<file path="config.mk">
export PLATFORM = sky130hd
export DESIGN_NAME = led_envelope_fader
export DESIGN_NICKNAME = d
export VERILOG_FILES = /design/src/hdl/lef_pkg.sv /design/src/hdl/lef_cfg.sv /design/src/hdl/lef_divider.sv /design/src/hdl/led_envelope_fader.sv
export SDC_FILE = /design/constraint.sdc
export NUM_CORES = 2
export LEC_CHECK = 0
export CAP_MARGIN = 20
export CORE_ASPECT_RATIO = 0.75
export CORE_UTILIZATION = 55
export CTS_CLUSTER_SIZE = 10
export DETAILED_ROUTE_END_ITERATION = 8
export DONT_BUFFER_PORTS = 1
export PLACE_DENSITY = 0.73
export SETUP_SLACK_MARGIN = 0.5
export SLEW_MARGIN = 10
export SYNTH_ARGS = -nofsm -noshare
export SYNTH_HDL_FRONTEND = slang
export SYNTH_SLANG_ARGS = --single-unit
</file>
<file path="constraint.sdc">
create_clock -name clk -period 27 [get_ports clk]
set_input_delay 2.7 -clock clk [delete_from_list [all_inputs] [get_ports clk]]
set_output_delay 2.7 -clock clk [all_outputs]
set_load 0.02 [all_outputs]
</file>
<file path="src/hdl/lef_pkg.sv">
// Package for the LED envelope fader: constants, codes, payload and control types.
package lef_pkg;

    localparam int TIME_BITS       = 16;
    localparam int ELAPSED_BITS    = 20;
    localparam int LEVEL_FRAC_BITS = 15;
    localparam int LEVEL_BITS      = 16;
    localparam int COLOR_BITS      = 8;
    localparam int CFG_DATA_BITS   = 64;
    localparam int CFG_INDEX_BITS  = 3;
    localparam int PROD_BITS       = LEVEL_BITS + TIME_BITS;
    localparam int DIV_CNT_BITS    = $clog2(PROD_BITS);
    localparam int BLEND_BITS      = COLOR_BITS + LEVEL_BITS + 1;

    localparam logic [LEVEL_BITS-1:0] LEVEL_FULL = LEVEL_BITS'(1 << LEVEL_FRAC_BITS);

    // configuration register indexes
    localparam logic [CFG_INDEX_BITS-1:0] REG_PRE_DELAY    = 3'd0;
    localparam logic [CFG_INDEX_BITS-1:0] REG_ATTACK_TIME  = 3'd1;
    localparam logic [CFG_INDEX_BITS-1:0] REG_DECAY_TIME   = 3'd2;
    localparam logic [CFG_INDEX_BITS-1:0] REG_SUSTAIN_TIME = 3'd3;
    localparam logic [CFG_INDEX_BITS-1:0] REG_RELEASE_TIME = 3'd4;
    localparam logic [CFG_INDEX_BITS-1:0] REG_LEVEL_SET    = 3'd5;
    localparam logic [CFG_INDEX_BITS-1:0] REG_REPEAT_MODE  = 3'd6;
    localparam logic [CFG_INDEX_BITS-1:0] REG_COLOUR_PAIR  = 3'd7;

    // action codes
    localparam logic [1:0] ACT_TICK       = 2'd0;
    localparam logic [1:0] ACT_START      = 2'd1;
    localparam logic [1:0] ACT_START_HELD = 2'd2;

    typedef enum logic [2:0] {
        PH_IDLE,
        PH_DELAY,
        PH_ATTACK,
        PH_DECAY,
        PH_SUSTAIN,
        PH_RELEASE,
        PH_FINISHED
    } phase_t;

    typedef enum logic [2:0] {
        ST_IDLE,
        ST_WALK,
        ST_MUL,
        ST_DIV_GO,
        ST_DIV,
        ST_BLEND,
        ST_DONE
    } state_t;

    typedef struct packed {
        logic [1:0]           action;
        logic [TIME_BITS-1:0] tick_ms;
    } item_t;

    typedef struct packed {
        logic [LEVEL_BITS-1:0] level;
        logic [COLOR_BITS-1:0] red;
        logic [COLOR_BITS-1:0] green;
        logic [COLOR_BITS-1:0] blue;
        logic [2:0]            phase;
        logic                  restarted;
    } result_t;

    // color index 0 blue, 1 green, 2 red
    typedef struct packed {
        logic [TIME_BITS-1:0]             pre_delay;
        logic [TIME_BITS-1:0]             attack_time;
        logic [TIME_BITS-1:0]             decay_time;
        logic [TIME_BITS-1:0]             sustain_time;
        logic [TIME_BITS-1:0]             release_time;
        logic [LEVEL_BITS-1:0]            lvl_initial;
        logic [LEVEL_BITS-1:0]            lvl_attack;
        logic [LEVEL_BITS-1:0]            lvl_sustain;
        logic [LEVEL_BITS-1:0]            lvl_end;
        logic                             repeat_mode;
        logic [2:0][COLOR_BITS-1:0]       fg;
        logic [2:0][COLOR_BITS-1:0]       bg;
    } cfg_t;

    typedef struct packed {
        logic                  start;
        logic [PROD_BITS-1:0]  dividend;
        logic [TIME_BITS-1:0]  divisor;
    } div_req_t;

    typedef struct packed {
        logic                  done;
        logic [PROD_BITS-1:0]  quotient;
    } div_res_t;

    function automatic logic [LEVEL_BITS-1:0] clamp_level(input logic [LEVEL_BITS-1:0] v);
        clamp_level = (v > LEVEL_FULL) ? LEVEL_FULL : v;
    endfunction

endpackage

</file>
<file path="src/hdl/lef_cfg.sv">
// Configuration register file with level clamping and color unpacking.
module lef_cfg (
    input  logic                               clk,
    input  logic                               rst_n,
    input  logic                               cfg_we,
    input  logic [lef_pkg::CFG_INDEX_BITS-1:0] cfg_index,
    input  logic [lef_pkg::CFG_DATA_BITS-1:0]  cfg_data,
    output lef_pkg::cfg_t                      cfg
);
    import lef_pkg::*;

    logic [TIME_BITS-1:0]       pre_delay_reg, attack_time_reg, decay_time_reg;
    logic [TIME_BITS-1:0]       sustain_time_reg, release_time_reg;
    logic [4*LEVEL_BITS-1:0]    level_set_reg;
    logic                       repeat_mode_reg;
    logic [6*COLOR_BITS-1:0]    colour_pair_reg;

    always_ff @(posedge clk or negedge rst_n)
    begin
        if (!rst_n)
        begin
            pre_delay_reg    <= '0;
            attack_time_reg  <= '0;
            decay_time_reg   <= '0;
            sustain_time_reg <= '0;
            release_time_reg <= '0;
            level_set_reg    <= '0;
            repeat_mode_reg  <= 1'b0;
            colour_pair_reg  <= '0;
        end
        else if (cfg_we)
        begin
            unique case (cfg_index)
                REG_PRE_DELAY:    pre_delay_reg    <= cfg_data[TIME_BITS-1:0];
                REG_ATTACK_TIME:  attack_time_reg  <= cfg_data[TIME_BITS-1:0];
                REG_DECAY_TIME:   decay_time_reg   <= cfg_data[TIME_BITS-1:0];
                REG_SUSTAIN_TIME: sustain_time_reg <= cfg_data[TIME_BITS-1:0];
                REG_RELEASE_TIME: release_time_reg <= cfg_data[TIME_BITS-1:0];
                REG_LEVEL_SET:    level_set_reg    <= cfg_data[4*LEVEL_BITS-1:0];
                REG_REPEAT_MODE:  repeat_mode_reg  <= cfg_data[0];
                REG_COLOUR_PAIR:  colour_pair_reg  <= cfg_data[6*COLOR_BITS-1:0];
                default:          ;
            endcase
        end
    end

    always_comb
    begin
        cfg.pre_delay    = pre_delay_reg;
        cfg.attack_time  = attack_time_reg;
        cfg.decay_time   = decay_time_reg;
        cfg.sustain_time = sustain_time_reg;
        cfg.release_time = release_time_reg;
        cfg.lvl_initial  = clamp_level(level_set_reg[0*LEVEL_BITS +: LEVEL_BITS]);
        cfg.lvl_attack   = clamp_level(level_set_reg[1*LEVEL_BITS +: LEVEL_BITS]);
        cfg.lvl_sustain  = clamp_level(level_set_reg[2*LEVEL_BITS +: LEVEL_BITS]);
        cfg.lvl_end      = clamp_level(level_set_reg[3*LEVEL_BITS +: LEVEL_BITS]);
        cfg.repeat_mode  = repeat_mode_reg;
        cfg.fg           = colour_pair_reg[3*COLOR_BITS-1:0];
        cfg.bg           = colour_pair_reg[6*COLOR_BITS-1:3*COLOR_BITS];
    end

endmodule

</file>
<file path="src/hdl/lef_divider.sv">
// Restoring divider, one quotient bit per cycle.
module lef_divider (
    input  logic              clk,
    input  logic              rst_n,
    input  lef_pkg::div_req_t req,
    output lef_pkg::div_res_t res
);
    import lef_pkg::*;

    localparam logic [DIV_CNT_BITS-1:0] LAST_STEP = DIV_CNT_BITS'(PROD_BITS - 1);

    logic [TIME_BITS-1:0]    rem_reg, rem_next;
    logic [PROD_BITS-1:0]    quo_reg, quo_next;
    logic [TIME_BITS-1:0]    divisor_reg, divisor_next;
    logic [DIV_CNT_BITS-1:0] cnt_reg, cnt_next;
    logic                    busy_reg, busy_next;
    logic                    done_reg, done_next;
    logic [TIME_BITS:0]      trial;
    logic [TIME_BITS:0]      trial_diff;
    logic                    fits;

    always_comb
    begin
        trial        = {rem_reg, quo_reg[PROD_BITS-1]};
        trial_diff   = trial - {1'b0, divisor_reg};
        fits         = trial >= {1'b0, divisor_reg};
        rem_next     = rem_reg;
        quo_next     = quo_reg;
        divisor_next = divisor_reg;
        cnt_next     = cnt_reg;
        busy_next    = busy_reg;
        done_next    = 1'b0;
        if (req.start)
        begin
            rem_next     = '0;
            quo_next     = req.dividend;
            divisor_next = req.divisor;
            cnt_next     = '0;
            busy_next    = 1'b1;
        end
        else if (busy_reg)
        begin
            rem_next = fits ? trial_diff[TIME_BITS-1:0] : trial[TIME_BITS-1:0];
            quo_next = {quo_reg[PROD_BITS-2:0], fits};
            cnt_next = cnt_reg + 1'b1;
            if (cnt_reg == LAST_STEP)
            begin
                busy_next = 1'b0;
                done_next = 1'b1;
            end
        end
    end

    always_ff @(posedge clk or negedge rst_n)
    begin
        if (!rst_n)
        begin
            busy_reg <= 1'b0;
            done_reg <= 1'b0;
            cnt_reg  <= '0;
        end
        else
        begin
            busy_reg <= busy_next;
            done_reg <= done_next;
            cnt_reg  <= cnt_next;
        end
    end

    always_ff @(posedge clk)
    begin
        rem_reg     <= rem_next;
        quo_reg     <= quo_next;
        divisor_reg <= divisor_next;
    end

    assign res.done     = done_reg;
    assign res.quotient = quo_reg;

endmodule

</file>
<file path="src/hdl/led_envelope_fader.sv">
// Top level of the LED envelope fader: sequencer, envelope state and color blend.
//
// Usage:
//   item channel (item_valid / item_stall / item): one transfer per action,
//     a tick carrying elapsed milliseconds, a start, or a start from the
//     currently held level. item_stall is high while an item is in work.
//   result channel (result_valid / result_stall / result): exactly one
//     transfer per item with the held level, blended RGB, phase and the
//     repeat-restart flag.
//   cfg port (cfg_we / cfg_index / cfg_data): single-cycle register writes, to be
//     issued by the user only while the block is idle; the block does not enforce it.
// Processing: an item that needs no ramp goes through up to five phase-walk
//   steps, three blend steps and one load of the output register. An item
//   inside a ramp also passes a multiply step, a divider start step and the
//   32-step serial divider that scales the ramp product.
//   One item is in work at a time.
// Reset clears all configuration, the envelope (not running, level 0) and
//   empties the output register.
// A stalled result is held in the output register; the next item is taken
//   meanwhile and waits before its result load until the register drains.
module led_envelope_fader (
    input  logic                               clk,
    input  logic                               rst_n,
    input  logic                               item_valid,
    output logic                               item_stall,
    input  lef_pkg::item_t                     item,
    output logic                               result_valid,
    input  logic                               result_stall,
    output lef_pkg::result_t                   result,
    input  logic                               cfg_we,
    input  logic [lef_pkg::CFG_INDEX_BITS-1:0] cfg_index,
    input  logic [lef_pkg::CFG_DATA_BITS-1:0]  cfg_data
);
    import lef_pkg::*;

    localparam logic [ELAPSED_BITS-1:0] ELAPSED_MAX = '1;

    cfg_t     cfg;
    div_req_t div_req;
    div_res_t div_res;

    // control state
    state_t  state_reg, state_next;
    logic    running_reg, running_next;
    logic    result_valid_reg, result_valid_next;
    logic [1:0] ch_reg, ch_next;

    // envelope state
    logic [ELAPSED_BITS-1:0] elapsed_reg, elapsed_next;
    logic [LEVEL_BITS-1:0]   held_reg, held_next;
    logic [LEVEL_BITS-1:0]   start_lvl_reg, start_lvl_next;

    // per-item working registers
    logic [ELAPSED_BITS-1:0] walk_e_reg, walk_e_next;
    phase_t                  phase_reg, phase_next;
    logic                    restarted_reg, restarted_next;
    logic [LEVEL_BITS-1:0]   from_reg, from_next;
    logic [LEVEL_BITS-1:0]   diff_reg, diff_next;
    logic                    up_reg, up_next;
    logic [TIME_BITS-1:0]    tval_reg, tval_next;
    logic [TIME_BITS-1:0]    span_reg, span_next;
    logic [PROD_BITS-1:0]    prod_reg, prod_next;
    logic [2:0][COLOR_BITS-1:0] rgb_reg, rgb_next;
    result_t                 result_reg, result_next;

    // combinational helpers
    logic                    item_take;
    logic                    result_take;
    logic [ELAPSED_BITS:0]   tick_sum;
    logic [TIME_BITS-1:0]    dur;
    logic                    in_phase;
    logic [LEVEL_BITS-1:0]   ramp_from, ramp_to;
    logic [LEVEL_BITS-1:0]   quo_lvl;
    logic [LEVEL_BITS-1:0]   inv_amt;
    logic [BLEND_BITS-1:0]   mix;

    lef_cfg u_cfg (
        .clk       (clk),
        .rst_n     (rst_n),
        .cfg_we    (cfg_we),
        .cfg_index (cfg_index),
        .cfg_data  (cfg_data),
        .cfg       (cfg)
    );

    lef_divider u_divider (
        .clk   (clk),
        .rst_n (rst_n),
        .req   (div_req),
        .res   (div_res)
    );

    assign item_stall   = (state_reg != ST_IDLE);
    assign item_take    = item_valid && !item_stall;
    assign result_take  = result_valid_reg && !result_stall;
    assign result_valid = result_valid_reg;
    assign result       = result_reg;

    // duration and ramp endpoints of the phase under test
    always_comb
    begin
        dur       = '0;
        ramp_from = start_lvl_reg;
        ramp_to   = cfg.lvl_attack;
        unique case (phase_reg)
            PH_DELAY:
            begin
                dur = cfg.pre_delay;
            end
            PH_ATTACK:
            begin
                dur       = cfg.attack_time;
                ramp_from = start_lvl_reg;
                ramp_to   = cfg.lvl_attack;
            end
            PH_DECAY:
            begin
                dur       = cfg.decay_time;
                ramp_from = cfg.lvl_attack;
                ramp_to   = cfg.lvl_sustain;
            end
            PH_SUSTAIN:
            begin
                dur = cfg.sustain_time;
            end
            PH_RELEASE:
            begin
                dur       = cfg.release_time;
                ramp_from = cfg.lvl_sustain;
                ramp_to   = cfg.lvl_end;
            end
            default:
            begin
                dur = '0;
            end
        endcase
    end

    always_comb
    begin
        tick_sum = {1'b0, elapsed_reg} + (ELAPSED_BITS + 1)'(item.tick_ms);
        in_phase = walk_e_reg < ELAPSED_BITS'(dur);
        quo_lvl  = div_res.quotient[LEVEL_BITS-1:0];
        inv_amt  = LEVEL_FULL - held_reg;
        mix      = BLEND_BITS'(cfg.fg[ch_reg]) * BLEND_BITS'(held_reg)
                 + BLEND_BITS'(cfg.bg[ch_reg]) * BLEND_BITS'(inv_amt);
    end

    // sequencer
    always_comb
    begin
        state_next        = state_reg;
        running_next      = running_reg;
        result_valid_next = result_valid_reg && !result_take;
        ch_next           = ch_reg;
        elapsed_next      = elapsed_reg;
        held_next         = held_reg;
        start_lvl_next    = start_lvl_reg;
        walk_e_next       = walk_e_reg;
        phase_next        = phase_reg;
        restarted_next    = restarted_reg;
        from_next         = from_reg;
        diff_next         = diff_reg;
        up_next           = up_reg;
        tval_next         = tval_reg;
        span_next         = span_reg;
        prod_next         = prod_reg;
        rgb_next          = rgb_reg;
        result_next       = result_reg;
        div_req.start     = 1'b0;
        div_req.dividend  = prod_reg;
        div_req.divisor   = span_reg;

        unique case (state_reg)
            ST_IDLE:
            begin
                if (item_take)
                begin
                    restarted_next = 1'b0;
                    ch_next        = '0;
                    if (item.action == ACT_START || item.action == ACT_START_HELD)
                    begin
                        start_lvl_next = (item.action == ACT_START) ? cfg.lvl_initial
                                                                    : held_reg;
                        running_next   = 1'b1;
                        elapsed_next   = '0;
                        walk_e_next    = '0;
                        phase_next     = PH_DELAY;
                        state_next     = ST_WALK;
                    end
                    else if (running_reg)
                    begin
                        if (item.action == ACT_TICK)
                        begin
                            elapsed_next = tick_sum[ELAPSED_BITS] ? ELAPSED_MAX
                                                                  : tick_sum[ELAPSED_BITS-1:0];
                        end
                        walk_e_next = (item.action == ACT_TICK && !tick_sum[ELAPSED_BITS])
                                    ? tick_sum[ELAPSED_BITS-1:0]
                                    : ((item.action == ACT_TICK) ? ELAPSED_MAX : elapsed_reg);
                        phase_next  = PH_DELAY;
                        state_next  = ST_WALK;
                    end
                    else
                    begin
                        // not started: level stays, just re-blend
                        phase_next = PH_IDLE;
                        state_next = ST_BLEND;
                    end
                end
            end

            ST_WALK:
            begin
                // one phase per cycle: compare against its length or skip past it
                if (in_phase)
                begin
                    unique case (phase_reg)
                        PH_DELAY:
                        begin
                            held_next  = start_lvl_reg;
                            state_next = ST_BLEND;
                        end
                        PH_SUSTAIN:
                        begin
                            held_next  = cfg.lvl_sustain;
                            state_next = ST_BLEND;
                        end
                        default:
                        begin
                            from_next  = ramp_from;
                            up_next    = ramp_to >= ramp_from;
                            diff_next  = (ramp_to >= ramp_from) ? ramp_to - ramp_from
                                                                 : ramp_from - ramp_to;
                            tval_next  = walk_e_reg[TIME_BITS-1:0];
                            span_next  = dur;
                            state_next = ST_MUL;
                        end
                    endcase
                end
                else
                begin
                    walk_e_next = walk_e_reg - ELAPSED_BITS'(dur);
                    if (phase_reg == PH_RELEASE)
                    begin
                        phase_next = PH_FINISHED;
                        held_next  = cfg.lvl_end;
                        if (cfg.repeat_mode)
                        begin
                            elapsed_next   = '0;
                            restarted_next = 1'b1;
                        end
                        state_next = ST_BLEND;
                    end
                    else
                    begin
                        phase_next = phase_t'(phase_reg + 3'd1);
                    end
                end
            end

            ST_MUL:
            begin
                prod_next  = PROD_BITS'(diff_reg) * PROD_BITS'(tval_reg);
                state_next = ST_DIV_GO;
            end

            ST_DIV_GO:
            begin
                div_req.start = 1'b1;
                state_next    = ST_DIV;
            end

            ST_DIV:
            begin
                if (div_res.done)
                begin
                    held_next  = up_reg ? from_reg + quo_lvl : from_reg - quo_lvl;
                    state_next = ST_BLEND;
                end
            end

            ST_BLEND:
            begin
                // one color component per cycle: blue, green, red
                rgb_next[ch_reg] = mix[LEVEL_FRAC_BITS +: COLOR_BITS];
                if (ch_reg == 2'd2)
                begin
                    state_next = ST_DONE;
                end
                else
                begin
                    ch_next = ch_reg + 2'd1;
                end
            end

            ST_DONE:
            begin
                if (!result_valid_reg || result_take)
                begin
                    result_next.level     = held_reg;
                    result_next.red       = rgb_reg[2];
                    result_next.green     = rgb_reg[1];
                    result_next.blue      = rgb_reg[0];
                    result_next.phase     = phase_reg;
                    result_next.restarted = restarted_reg;
                    result_valid_next     = 1'b1;
                    state_next            = ST_IDLE;
                end
            end

            default:
            begin
                state_next = ST_IDLE;
            end
        endcase
    end

    always_ff @(posedge clk or negedge rst_n)
    begin
        if (!rst_n)
        begin
            state_reg        <= ST_IDLE;
            running_reg      <= 1'b0;
            result_valid_reg <= 1'b0;
            ch_reg           <= '0;
            elapsed_reg      <= '0;
            held_reg         <= '0;
            start_lvl_reg    <= '0;
            phase_reg        <= PH_IDLE;
            restarted_reg    <= 1'b0;
        end
        else
        begin
            state_reg        <= state_next;
            running_reg      <= running_next;
            result_valid_reg <= result_valid_next;
            ch_reg           <= ch_next;
            elapsed_reg      <= elapsed_next;
            held_reg         <= held_next;
            start_lvl_reg    <= start_lvl_next;
            phase_reg        <= phase_next;
            restarted_reg    <= restarted_next;
        end
    end

    always_ff @(posedge clk)
    begin
        walk_e_reg <= walk_e_next;
        from_reg   <= from_next;
        diff_reg   <= diff_next;
        up_reg     <= up_next;
        tval_reg   <= tval_next;
        span_reg   <= span_next;
        prod_reg   <= prod_next;
        rgb_reg    <= rgb_next;
        result_reg <= result_next;
    end

endmodule
</file>
==> impl_results.md <==
- R2r setup slk: 19170 ps
- WL/cell: 21.5 µm
- Port bufs: 0
- Outcome: finished clean
- Post-CTS Resized: 0
- EDFF count, synth: 233
- Leading area contributor after synthesis: fa_1
- Setup bufs post-CTS: 0
- Worst-path fanout max: 16
- Synth Warn #: 0
- Pins Over Slew Limit: 0
- Max stage delay cell, worst path: dfrtp_1
- Syn_nets: 4988
- Reg2reg end: rgb_reg[23]
- Nets: 4920
- Skew final: 54.1 ps
- Crit end category: register
- Unrepaired setup endpoints after global routing: no
- Vias/cell: 5.83
- Area contributors post-synth: fa_1 19%, edfxtp_1 17%, dfrtp_1 16%
- Final hold violation count: 0
- Number of global-route vias before repair: 30100
- Top_reg_cell synth: dfrtp_1
- DRC: 0
- Worst min-delay path endpoint: result[23]
- Count leader, synth: nand2_1
- Max reg flops: 64
- Syn_area_per_cell: 9.99 µm²
- Core Footprint: 0.0754 mm²
- Hold crit path type: reg2reg
- Syn Std Cell Area: 0.0421 mm²
- Total CTS buffers: 58
- Max Cap Violations: 0
- Gate Count Post-Synth: 4216
- RePlAce Congestion: 0.966
- Pin count of the biggest net entering global routing: 264
- Htree depth: 2
- Worst Reg-to-Reg Cells: 25
- Slowest stage delay, CP: 660 ps
- Setup TNS: 0 ps
- Share of layout cells above drive strength 1: 8.37%
- Clock latency on the worst-skew pair: 670 ps
- Drt pass-1 iters: 6
- Hold Path Origin: rgb_reg[19]
- Fin crit share: 29.0%
- Fin crit period: 7830 ps
- Post-synthesis cell type count: 86
- Root Buffer: clkbuf_16
- Ys async rst share: 51.4%
- FP Rows: 87
- Slew Limit Headroom: 23.6%
- Initial antenna violation count: 15
- Synth top area share: 19.2%
- GRT Util Overall: 29.3%
- Die Wd: 322 µm
- CP required: 27320 ps
- Register area share after synthesis: 33.0%
- Setup violators final: 0
- Top cells by count, synth: 600 x nand2_1, 598 x inv_1, 404 x fa_1
- Routed Antenna Nets: 0
- Clock-pin slew on the worst setup and hold paths: 50 ps
- Hold depth: 0
- Maximum root-to-sink buffer count: 3
- Worst-margin pin slew: 1140 ps
- TritonCTS clock tree: yes
- Most frequent CP cell: fa_1
- Io pins: 136
- Yosys reg bits: 512
- First-pass GRT wire length: 176000 µm
- Hold_buf cts: 0
- Fmax: 128 MHz
- Vias after detailed routing: 30400
- Iter 0 DRT Violations: 2922
- Chip Height: 242 µm
- Post-DP HPWL: 85600 µm
- CP Launch Type: register
- R2R Path Start: held_reg[0]
- Clock Sink Count: 512
- Critical path arrival: 8150 ps
- Detailed-route wire length: 112000 µm
- Die Footprint: 0.0777 mm²
- GRT overflow: 0
- Critical path class: reg2reg
- P&R area growth vs syn: 6.48%
- Starting Density: 55.8%
## cells by family (layout without fill, tap and decap cells)
family | Yosys count | after routing | synth area share, %
AOI/OAI and AO/OA | 661 | 661 | 10.4
xor gates and xnor gates | 143 | 143 | 2.97
adders and majority gates | 682 | 682 | 27.5
buffers and inverters | 780 | 747 | 7.04
DFF | 512 | 512 | 33.0
muxes | 241 | 241 | 6.33
other | 0 | 6 | 0
and+or+nand+nor | 1197 | 1197 | 12.8
## layout by cell type (no fill, tap or decap), types with 36 or more instances in the layout
| cell | instances |
|---|---|
| nand3_1 | 37 |
| fa_1 | 404 |
| o21ai_1 | 37 |
| inv_1 | 597 |
| a21o_1 | 56 |
| edfxtp_1 | 233 |
| mux2i_1 | 39 |
| o21ai_0 | 124 |
| clkbuf_16 | 58 |
| xnor2_1 | 82 |
| ha_1 | 278 |
| buf_4 | 51 |
| nor2_1 | 220 |
| and2_1 | 139 |
| mux2_2 | 200 |
| nand2_1 | 600 |
| nor2b_1 | 36 |
| xor2_1 | 61 |
| dfrtp_1 | 263 |
| a21oi_1 | 160 |
## worst max-delay path, delay by kind of cell (launching register included)
family | cells | cell delay (ps)
adder cells (fa/ha/maj) | 8 | 3740
AO/OA/AOI/OAI | 6 | 1070
AND/OR/NAND/NOR | 5 | 710
XOR/XNOR | 2 | 700
flip-flops | 1 | 660
buffers and inverters | 4 | 640
## worst max-delay path by stage
stage                       startpoint  cells after the start          end
final                      held_reg[0]                     25  rgb_reg[23]
after global routing       held_reg[0]                     24  rgb_reg[23]
after CTS                  held_reg[0]                     24  rgb_reg[23]
after detailed placement   held_reg[0]                     24  rgb_reg[15]
after global placement       ch_reg[0]                     24  rgb_reg[15]
after floorplan           phase_reg[1]                     19  diff_reg[0]
## through the flow
stage	worst slack (ps)	instances	instance area [µm²]	utilization, %	hold slack (ps)
floorplan	16630	4216	42100	-	400
finish	19170	5212	44800	59.5	416
global route	18700	5207	44800	59.4	424
detailed placement	19280	5108	43100	57.2	405
CTS	19250	5203	44800	59.4	417
global placement	19320	5106	43100	57.2	401
## metal layers
layer	part of all wire, %	routed length (µm)	GRT usage (%)	vias to the layer above
met2	42	47000	41.8	1274
met3	11	12500	7.93	163
li1	-	-	-	13800
met4	1.8	2030	6.22	12
met5	0.066	74	0	-
met1	45	50300	44.3	15100
## final cells by class
cell class | instances | area [µm²]
clock inverter | 6 | 83.8
inverter | 599 | 2250
timing repair buffer | 53 | 413
clock buffer | 89 | 1580
sequential | 512 | 13900
fill | 6329 | 30600
antenna | 6 | 15.0
tap | 1023 | 1280
multi-input combinational | 2924 | 25300
Power is left out: the tool's default activity adds up to more than one toggle a clock period on the data nets, which glitch-free logic cannot reach.
